===== src/srsp_pkg.sv =====
// Shared types, codes and BCD helper for the serial RTC system port.
`default_nettype none
package srsp_pkg;

  typedef enum logic [1:0] {
    OP_READ  = 2'd0,
    OP_WRITE = 2'd1,
    OP_TICK  = 2'd2,
    OP_NOP   = 2'd3
  } op_t;

  typedef enum logic [2:0] {
    PORT_RTC_CTRL = 3'd0,
    PORT_RTC_MODE = 3'd1,
    PORT_IRQ_MODE = 3'd2,
    PORT_A        = 3'd3,
    PORT_B        = 3'd4,
    PORT_C        = 3'd5,
    PORT_SYS_CTRL = 3'd6,
    PORT_UNUSED   = 3'd7
  } port_t;

  localparam logic [2:0] CMD_READ = 3'd3;
  localparam logic [2:0] CMD_EXT  = 3'd7;
  localparam logic [1:0] IRQ_OFF  = 2'd2;
  localparam logic [7:0] RD_IDLE  = 8'hff;
  localparam logic [7:0] PORT_A_FIXED = 8'h73;
  localparam logic [4:0] PORT_B_HIGH  = 5'h1f;
  localparam logic [6:0] CENTURY = 7'd100;

  typedef struct packed {
    logic [1:0] op;
    logic [2:0] port;
    logic [7:0] write_data;
    logic [5:0] now_sec;
    logic [5:0] now_min;
    logic [4:0] now_hour;
    logic [4:0] now_mday;
    logic [2:0] now_wday;
    logic [3:0] now_month;
    logic [6:0] now_year;
  } item_t;

  typedef struct packed {
    logic [7:0] read_data;
    logic       irq_level;
    logic [7:0] port_c_out;
    logic       shutdown_flag;
  } result_t;

  function automatic logic [7:0] bcd8(input logic [6:0] v);
    logic [17:0] prod;
    logic [3:0]  tens;
    logic [6:0]  units;
    prod  = 18'(v) * 18'd205;
    tens  = prod[14:11];
    units = v - 7'(tens) * 7'd10;
    return {tens, units[3:0]};
  endfunction

endpackage
`default_nettype wire


===== src/srsp_time_pack.sv =====
// Packs the binary time inputs into the 52-bit BCD shift image.
`default_nettype none
module srsp_time_pack import srsp_pkg::*; (
  input  item_t       item,
  input  logic        wide,
  output logic [51:0] image
);

  logic [6:0]  yr;
  logic [3:0]  mon;
  logic [47:0] t48;

  assign yr  = (item.now_year >= CENTURY) ? item.now_year - CENTURY : item.now_year;
  assign mon = item.now_month + 4'd1;
  assign t48 = {bcd8(yr), mon, 1'b0, item.now_wday,
                bcd8({2'b00, item.now_mday}), bcd8({2'b00, item.now_hour}),
                bcd8({1'b0, item.now_min}), bcd8({1'b0, item.now_sec})};
  assign image = wide ? {t48, 4'b0000} : {4'b0000, t48};

endmodule
`default_nettype wire


===== src/srsp_core.sv =====
// Port state registers and the per-item read/write/tick update.
`default_nettype none
module srsp_core import srsp_pkg::*; (
  input  logic    clk,
  input  logic    rst_n,
  input  logic    adv,
  input  item_t   item,
  output result_t res
);

  logic [7:0]  rtc_mode_r, rtc_mode_nxt;
  logic [7:0]  ctrl_last_r, ctrl_last_nxt;
  logic [51:0] time_shift_r, time_shift_nxt;
  logic [3:0]  cmd_shift_r, cmd_shift_nxt;
  logic [7:0]  irq_mode_r, irq_mode_nxt;
  logic [2:0]  tick_r, tick_nxt;
  logic        irq_r, irq_nxt;
  logic [7:0]  port_a_r, port_a_nxt;
  logic [7:0]  port_c_r, port_c_nxt;
  logic [7:0]  sys_mode_r, sys_mode_nxt;

  logic [51:0] image;
  logic [7:0]  rd;
  logic [7:0]  wd;
  logic [3:0]  cmd_sel;
  logic [2:0]  tick_inc;
  logic [51:0] ts_tmp;

  srsp_time_pack u_pack (
    .item  (item),
    .wide  (rtc_mode_r[5]),
    .image (image)
  );

  assign wd       = item.write_data;
  assign tick_inc = tick_r + 3'd1;
  assign cmd_sel  = (ctrl_last_r[2:0] == CMD_EXT) ? cmd_shift_r : {1'b0, ctrl_last_r[2:0]};

  always_comb begin
    rtc_mode_nxt   = rtc_mode_r;
    ctrl_last_nxt  = ctrl_last_r;
    time_shift_nxt = time_shift_r;
    cmd_shift_nxt  = cmd_shift_r;
    irq_mode_nxt   = irq_mode_r;
    tick_nxt       = tick_r;
    irq_nxt        = irq_r;
    port_a_nxt     = port_a_r;
    port_c_nxt     = port_c_r;
    sys_mode_nxt   = sys_mode_r;
    rd             = RD_IDLE;
    ts_tmp         = time_shift_r;
    unique case (item.op)
      OP_READ: begin
        unique case (item.port)
          PORT_RTC_MODE: rd = rtc_mode_r;
          PORT_IRQ_MODE: begin
            irq_nxt = 1'b0;
            rd      = irq_mode_r;
          end
          PORT_A: rd = sys_mode_r[4] ? PORT_A_FIXED : port_a_r;
          PORT_B: rd = sys_mode_r[1] ? {PORT_B_HIGH, 2'b00, time_shift_r[0]} : port_a_r;
          PORT_C: rd = port_c_r;
          default: rd = RD_IDLE;
        endcase
      end
      OP_WRITE: begin
        unique case (item.port)
          PORT_RTC_CTRL: begin
            if (ctrl_last_r[3] && !wd[3] && cmd_sel == {1'b0, CMD_READ}) begin
              ts_tmp = image;
            end
            if (ctrl_last_r[4] && !wd[4]) begin
              cmd_shift_nxt = {ctrl_last_r[5], cmd_shift_r[3:1]};
              ts_tmp        = {1'b0, ts_tmp[51:1]};
            end
            time_shift_nxt = ts_tmp;
            ctrl_last_nxt  = wd;
          end
          PORT_RTC_MODE: rtc_mode_nxt = wd;
          PORT_IRQ_MODE: begin
            irq_mode_nxt = wd;
            tick_nxt     = 3'd0;
          end
          PORT_A: port_a_nxt = wd;
          PORT_C: port_c_nxt = wd;
          PORT_SYS_CTRL: begin
            if (!wd[7]) begin
              port_c_nxt[wd[3:1]] = wd[0];
            end else begin
              sys_mode_nxt = wd;
            end
          end
          default: ;
        endcase
      end
      OP_TICK: begin
        if (irq_mode_r[1:0] != IRQ_OFF) begin
          if (tick_inc > {1'b0, irq_mode_r[1:0]}) begin
            irq_nxt  = 1'b1;
            tick_nxt = 3'd0;
          end else begin
            tick_nxt = tick_inc;
          end
        end
      end
      default: ;
    endcase
  end

  assign res.read_data     = rd;
  assign res.irq_level     = irq_nxt;
  assign res.port_c_out    = port_c_nxt;
  assign res.shutdown_flag = port_c_nxt[7] & port_c_nxt[5];

  always_ff @(posedge clk) begin
    if (!rst_n) begin
      rtc_mode_r   <= 8'hff;
      ctrl_last_r  <= 8'h00;
      time_shift_r <= '0;
      cmd_shift_r  <= 4'h0;
      irq_mode_r   <= 8'h02;
      tick_r       <= 3'd0;
      irq_r        <= 1'b0;
      port_a_r     <= 8'h00;
      port_c_r     <= 8'hff;
      sys_mode_r   <= 8'h92;
    end else if (adv) begin
      rtc_mode_r   <= rtc_mode_nxt;
      ctrl_last_r  <= ctrl_last_nxt;
      time_shift_r <= time_shift_nxt;
      cmd_shift_r  <= cmd_shift_nxt;
      irq_mode_r   <= irq_mode_nxt;
      tick_r       <= tick_nxt;
      irq_r        <= irq_nxt;
      port_a_r     <= port_a_nxt;
      port_c_r     <= port_c_nxt;
      sys_mode_r   <= sys_mode_nxt;
    end
  end

endmodule
`default_nettype wire


===== src/serial_rtc_system_port_top.sv =====
// Top level: input register, port logic and result register.
//
//   channel | direction | payload
//   in_     | to block  | op, port, write_data, now_* time fields
//   out_    | from block| read_data, irq_level, port_c_out, shutdown_flag
//
// One item per cycle while the output is not stalled.
// The input register feeds the port logic, whose result lands in the output register.
// rst_n is synchronous and clears control and port state.
// A stalled result holds; the input register keeps taking items while it can drain.
`default_nettype none
module serial_rtc_system_port_top import srsp_pkg::*; (
  input  logic       clk,
  input  logic       rst_n,
  input  logic       in_valid,
  output logic       in_stall,
  input  logic [1:0] in_op,
  input  logic [2:0] in_port,
  input  logic [7:0] in_write_data,
  input  logic [5:0] in_now_sec,
  input  logic [5:0] in_now_min,
  input  logic [4:0] in_now_hour,
  input  logic [4:0] in_now_mday,
  input  logic [2:0] in_now_wday,
  input  logic [3:0] in_now_month,
  input  logic [6:0] in_now_year,
  output logic       out_valid,
  input  logic       out_stall,
  output logic [7:0] out_read_data,
  output logic       out_irq_level,
  output logic [7:0] out_port_c_out,
  output logic       out_shutdown_flag
);

  item_t   item_r;
  logic    item_v_r;
  result_t res_r;
  logic    out_valid_r;
  result_t res;
  logic    adv;
  logic    in_fire;

  assign adv      = item_v_r && (!out_valid_r || !out_stall);
  assign in_stall = item_v_r && !adv;
  assign in_fire  = in_valid && !in_stall;

  srsp_core u_core (
    .clk   (clk),
    .rst_n (rst_n),
    .adv   (adv),
    .item  (item_r),
    .res   (res)
  );

  always_ff @(posedge clk) begin
    if (!rst_n) begin
      item_v_r    <= 1'b0;
      out_valid_r <= 1'b0;
    end else begin
      if (in_fire) begin
        item_v_r <= 1'b1;
      end else if (adv) begin
        item_v_r <= 1'b0;
      end
      if (adv) begin
        out_valid_r <= 1'b1;
      end else if (!out_stall) begin
        out_valid_r <= 1'b0;
      end
    end
  end

  always_ff @(posedge clk) begin
    if (in_fire) begin
      item_r <= {in_op, in_port, in_write_data, in_now_sec, in_now_min, in_now_hour,
                 in_now_mday, in_now_wday, in_now_month, in_now_year};
    end
    if (adv) begin
      res_r <= res;
    end
  end

  assign out_valid         = out_valid_r;
  assign out_read_data     = res_r.read_data;
  assign out_irq_level     = res_r.irq_level;
  assign out_port_c_out    = res_r.port_c_out;
  assign out_shutdown_flag = res_r.shutdown_flag;

  a_stall_needs_item: assert property (@(posedge clk) disable iff (!rst_n)
    !item_v_r |-> !in_stall) else $error("input stalled with empty input register");

  a_blocked_holds: assert property (@(posedge clk) disable iff (!rst_n)
    (item_v_r && out_valid_r && out_stall) |-> in_stall)
    else $error("input taken while result blocked");

  a_adv_gives_result: assert property (@(posedge clk) disable iff (!rst_n)
    adv |=> out_valid_r) else $error("advanced item produced no result");

  a_shutdown_match: assert property (@(posedge clk) disable iff (!rst_n)
    out_valid_r |-> (out_shutdown_flag == (out_port_c_out[7] && out_port_c_out[5])))
    else $error("shutdown flag disagrees with port C");

endmodule
`default_nettype wire


===== config.mk =====
export PLATFORM = sky130hd
export DESIGN_NAME = serial_rtc_system_port_top
export DESIGN_NICKNAME = d
export VERILOG_FILES = /design/src/srsp_pkg.sv /design/src/srsp_time_pack.sv /design/src/srsp_core.sv /design/src/serial_rtc_system_port_top.sv
export SDC_FILE = /design/constraint.sdc
export NUM_CORES = 1
export LEC_CHECK = 0
export BUFFER_PORTS_ARGS = -buffer_cell sky130_fd_sc_hd__buf_4
export CAP_MARGIN = 20
export CELL_PAD_IN_SITES_DETAIL_PLACEMENT = 0
export CELL_PAD_IN_SITES_GLOBAL_PLACEMENT = 2
export CORE_MARGIN = 2
export CORE_UTILIZATION = 23
export CTS_CLUSTER_DIAMETER = 60
export DETAILED_ROUTE_END_ITERATION = 10
export GPL_ROUTABILITY_DRIVEN = 0
export GPL_TIMING_DRIVEN = 0
export PLACE_DENSITY_LB_ADDON = 0.1
export SYNTH_ARGS = -nofsm -noshare
export SYNTH_HDL_FRONTEND = slang
export SYNTH_HIERARCHICAL = 1
export SYNTH_SLANG_ARGS = --single-unit
export TNS_END_PERCENT = 30

===== constraint.sdc =====
create_clock -name clk -period 6.1 [get_ports clk]
set_input_delay 0.305 -clock clk [delete_from_list [all_inputs] [get_ports clk]]
set_output_delay 0.305 -clock clk [all_outputs]
set_load 0.05 [all_outputs]

==> flow_summary.ini, run 1 <==
[yosys]
ys_top_cells_by_area = dfxtp_1, edfxtp_1, ha_1, mux2i_1, inv_1
yosysMostFrequentCell = inv_1
synthTopCellsByCount = inv_1, ha_1, dfxtp_1
synth_top_area_share_pct = 17.3
synth_top_area_cell = dfxtp_1
synth_nets = 1435
synthArstFlopShare_pct = 0
ys_types = 89
yosys_register_bits = 169
synth-main-ff-cell = dfxtp_1
yosys_warnings = 6
synth_area_um2 = 11800
syn_avg_cell_area_um2 = 9.64
synthCells = 1222
synth-edff-count = 67
yosysSeqAreaShare_pct = 34.4

[floorplan]
die_y_um = 230
core-area_um2 = 50400
start_util_pct = 23.4
rows = 82
die_w_um = 230
ioPinCount = 73
dieArea_um2 = 53000

[outcome]
status = completed

[place]
dpl_cell_area_um2 = 13200
place_inst = 1969
dp_hpwl_um = 27800
portBuffers = 72
pre_cts_ws_ps = -305

[sta]
worst_pin_slew_ps = 964
fmax_mhz = 172
hold_viol = 0
relSlewSlack_pct = 35.7
fin_crit_sh_pct = 95.4
skew_ps = 15.2
setup_ws_ps = 283
report.final.slew_viol_count = 0
period_needed_ps = 5820
setup_viol = 0

[routing]
wl_per_cell_um = 18.3
wirelength_um = 37700
drtIter0Drc = 593
ant_nets = 0
num_vias = 9443
via_per_inst = 4.58
drc = 0
first_pass_iters = 5

[critical_path]
rrSetupSlack_ps = 280
reg2reg_depth = 25
r2r-start = item_r[3]
critPathMaxFanout = 4
cp.required_ps = 6500
worstReg2RegEnd = u_core/time_shift_r[46]
crit_start = item_r[3]
startpoint_type = flop
arrival_ps = 6220
worstSetupPathType = reg -> reg
end_kind = flop

[global_route]
grt_max_degree = 25
grt_pass1_vias = 9484
grt_antenna_before_repair = 1
grt_pass1_wl_um = 58000
grt-ovfl-total = 0
globalRouteTotalUtil_pct = 14.6

[finish]
drive_above_1_share_pct = 14.0
syn_to_final_growth_pct = 22.9
layout.cells.non_filler = 2060
utilization_pct = 28.7
final_area_um2 = 14500
fin_nets = 1588
antenna_cells = 0

[cts]
clk_pin_slew_ps = 70
cts_root_buffer = clkbuf_16
cts_max_path_buffers = 2
insertion_delay_ps = 490
numCtsBuffers = 17
cts_tree = built
clock_sink_count = 169
h-tree-depth = 4

[pwr]
leakagePower_uw = 0.00607
p_per_area_nw_per_um2 = 247
p_total_uw = 3570
peakVddDrop_v = 0.000204

[worst_hold_path]
min_to = out_valid
hold_class = in -> reg
whs_path_depth = 2
hp-start = rst_n

[run]
cap_violations = 0
==> layout make-up <==
type	count	area, um^2
fillers	5313	35900
multi-input cells	829	6900
flip-flops and latches	169	4050
repair buffers	134	1180
well taps	672	841
inverters	152	571
clock buffers	20	458
plain buffers	72	323
clock inverters	12	146
==> timing repair <==
action	CTS	global route
gates resized for setup	4	10
hold buffers	51	0
setup buffers	3	5
pin swaps	2	6
hold endpoints to repair	50	0
endpoints found under the setup margin	6	4
==> layout by cell type (no fill, tap or decap), drive strengths merged, types with 16 or more instances in the layout <==
cell / instances
inv: 161
ha: 132
buf: 117
dfxtp: 102
nand2: 82
mux2i: 69
edfxtp: 67
nor2: 59
clkbuf: 58
dlygate4sd3: 51
o31ai: 51
a21oi: 51
o221ai: 50
nand3: 32
fa: 28
o21ai: 27
xnor2: 23
a21o: 16
==> critical path, stage by stage (launching register included) <==
cell      delay, ps
edfxtp_1        380
or3_4           410
a31o_4          230
nand4_1         110
xor2_2          230
inv_2            80
ha_1            300
ha_1            300
fa_1            510
inv_1            60
fa_1            490
inv_1            40
ha_1            290
nand2_2          80
nor2_1           70
a41o_1          260
or3_4           380
xnor2_2         160
xor2_1          170
ha_2            200
a21oi_2         110
xnor3_1         260
mux2i_1         190
mux2_4          180
nand3_1          70
a31oi_1         170
==> routing by layer <==
layer	vias to the layer above	GRT usage, %	part of all wire [%]
met5	-	0	0
met3	22	2.89	3.6
met4	0	4.23	1.1
li1	4730	-	-
met1	4528	21.4	53
met2	163	21.4	43
==> metrics by stage <==
stage	setup TNS [ps]	hold WS, ps
after floorplan	0	404
final	0	62.9
after CTS	0	8.91
after global placement	-1020	452
after global routing	-16.5	33.5
after detailed placement	-754	455
==> where the power goes <==
part | internal (uW) | switching (uW)
Clock | 639 | 525
Combinational | 520 | 659
Sequential | 1200 | 27.6
Total | 2360 | 1210
==> cells by family (layout without fill, tap and decap cells) <==
group                    after synthesis  in the layout  share of synthesized area [%]
adder cells (fa/ha/maj)              160            160                           18.8
multiplexers                          82             82                           7.11
other                                  1              1                         0.0318
buffers and inverters                224            390                           7.59
XOR/XNOR                              33             33                           2.63
AO/OA/AOI/OAI                        278            278                           17.3
AND/OR/NAND/NOR                      275            275                           12.1
flip-flops                           169            169                           34.4
==> flip-flops by register name, indices dropped and copies added (netlist names), 2 cells and up <==
register / flops
u_core/cmd_shift_r: 4
item_r: 49
u_core/port_a_r: 8
out_port_c_out: 8
u_core/rtc_mode_r: 8
u_core/tick_r: 3
u_core/sys_mode_r: 2
u_core/time_shift_r: 52
u_core/port_c_r: 8
u_core/ctrl_last_r: 6
out_read_data: 8
u_core/irq_mode_r: 8
==> worst max-delay path by stage <==
| stage | to | slack (ps) | cells after the start |
|---|---|---|---|
| after floorplan | u_core/time_shift_r[46] | 440 | 25 |
| after global routing | u_core/time_shift_r[46] | -10 | 27 |
| after global placement | u_core/time_shift_r[46] | -340 | 25 |
| after CTS | u_core/time_shift_r[46] | 20 | 25 |
| after detailed placement | u_core/time_shift_r[46] | -300 | 25 |
| final | u_core/time_shift_r[46] | 280 | 25 |
Note: power is estimated with default switching activity, not from simulation.
==> run 2, diff against run 1 <==
CTS_BUF_LIST = sky130_fd_sc_hd__clkbuf_2 sky130_fd_sc_hd__clkbuf_4 sky130_fd_sc_hd__clkbuf_8   (was default)
==> run 2 against run 1 <==
  * Combinational power about the same
  * Via count shrank 0.38%
  * Sequential power about the same
  * Register-to-register slack about the same
  * Maximum frequency is 0.11% lower
==> flow_summary.ini, run 2 (synthesis results as in run 1) <==
[finish]
largest_reg_flops = 52
layout_commonest_cell = inv_1
drive_above_1_share_pct = 14.2
layout.cells.non_filler = 2062
final_area_um2 = 14300
seq_area_um2 = 4050
syn_to_final_growth_pct = 21.5
top_regs = u_core/time_shift_r (52), item_r (49)
final_cell_mix = inv_1, ha_1, dfxtp_1
multi_input_comb_area_um2 = 6900
fillerInstances = 5319
fin_nets = 1590
antenna_cells = 0
largest_register = u_core/time_shift_r

[outcome]
status = completed

[sta]
period_needed_ps = 5820
fin_crit_sh_pct = 95.5
worst_pin_slew_ps = 919
setup_ws_ps = 276
relSlewSlack_pct = 38.7
hold_ws_ps = 274
report.final.slew_viol_count = 0
hold_viol = 0
setup_viol = 0
tns_ps = 0
skew_ps = 20.1
fmax_mhz = 172

[floorplan]
ioPinCount = 73
die_w_um = 230
rows = 82
start_util_pct = 23.4
dieArea_um2 = 53000
die_y_um = 230
core-area_um2 = 50400

[global_route]
grt_antenna_before_repair = 1
grt_pass1_vias = 9486
grt_max_degree = 25
grt-ovfl-total = 0
grt_pass1_wl_um = 58000
globalRouteTotalUtil_pct = 14.6

[critical_path]
r2r-start = item_r[3]
cpMostUsedCell = ha_1
critPathMaxFanout = 4
worstSetupPathType = reg -> reg
path_delay_family = adder cells
arrival_ps = 6300
cp_num_buf_inv = 3
critPathMaxStageDelay_ps = 510
end_kind = flop
cp.required_ps = 6580
cp_slowest_cell = fa_1
reg2reg_depth = 25
worstReg2RegEnd = u_core/time_shift_r[46]
rrSetupSlack_ps = 280
startpoint_type = flop
cp_num_cells = 25

[routing]
via_per_inst = 4.56
met1Wirelength_um = 19900
ant_nets = 0
num_vias = 9407
dr_wl_met2_um = 16100
drtIter0Drc = 636
dr.max_layer_used = met4
drc = 0
wl_per_cell_um = 18.2
first_pass_iters = 7
wirelength_um = 37600
met3WireLength_um = 1180

[cts]
cts_max_path_buffers = 2
numCtsBuffers = 17
clock_sink_count = 169
insertion_delay_ps = 560
cts_root_buffer = clkbuf_8
clk_pin_slew_ps = 100
h-tree-depth = 4
cts_tree = built

[pwr]
leakagePower_uw = 0.00600
peakVddDrop_v = 0.000127
p_per_area_nw_per_um2 = 233

[place]
dpl_cell_area_um2 = 13200
dp_hpwl_um = 27800
place_inst = 1969
pre_cts_ws_ps = -305
portBuffers = 72

[worst_hold_path]
min_to = out_read_data[4]
hp-start = out_stall
hold_class = in -> reg
whs_path_depth = 3

[run]
cap_violations = 0
-- run 2: final cells by class --
cell class                 instances  share of cell area, %
buffer                            72                   2.26
clock buffer                      19                   1.74
clock inverter                    13                   1.23
inverter                         152                   3.99
multi-input combinational        829                   48.2
sequential                       169                   28.3
tap                              672                   5.87
timing repair buffer             136                   8.37
-- run 2: how the worst max path moves through the flow --
| stage | startpoint | endpoint |
|---|---|---|
| floorplan | item_r[4] | u_core/time_shift_r[46] |
| global placement | item_r[4] | u_core/time_shift_r[46] |
| detailed placement | item_r[4] | u_core/time_shift_r[46] |
| CTS | item_r[2] | u_core/time_shift_r[46] |
| global route | item_r[3] | u_core/time_shift_r[46] |
| finish | item_r[3] | u_core/time_shift_r[46] |
-- run 2: what timing repair did --
item                       in CTS  in global routing
resized for setup               4                 10
hold endpoints to repair       51                  0
setup endpoints to repair       6                  5
pin swaps                       2                  6
hold buffers                   53                  0
cloned                          0                  0
buffers inserted                3                  5
-- run 2: stage by stage --
step | utilization [%] | power (uW)
floorplan | - | 2030
detailed placement | 26.3 | 2360
finish | 28.4 | 3330
CTS | 28.3 | 3360
global placement | 26.1 | 2370
global route | 28.4 | 3590
-- run 2: worst register-to-register path, delay by kind of cell (launching register included) --
kind | cells | cell delay, ps
xor gates and xnor gates | 4 | 820
muxes | 2 | 370
buffers and inverters | 3 | 180
DFF | 1 | 390
AOI/OAI and AO/OA | 4 | 770
adders and majority gates | 6 | 2090
and+or+nand+nor | 6 | 1130
-- run 2: where the power goes --
group	internal, uW	total [uW]	switching [uW]
clock network	425	920	496
logic	521	1180	658
registers	1200	1230	27.4
total	2150	3330	1180
-- run 2: routing by layer --
metal,track usage [%],vias up
met5,0,-
met4,4.29,0
met3,2.67,19
met2,21.4,159
met1,21.5,4499
li1,-,4730
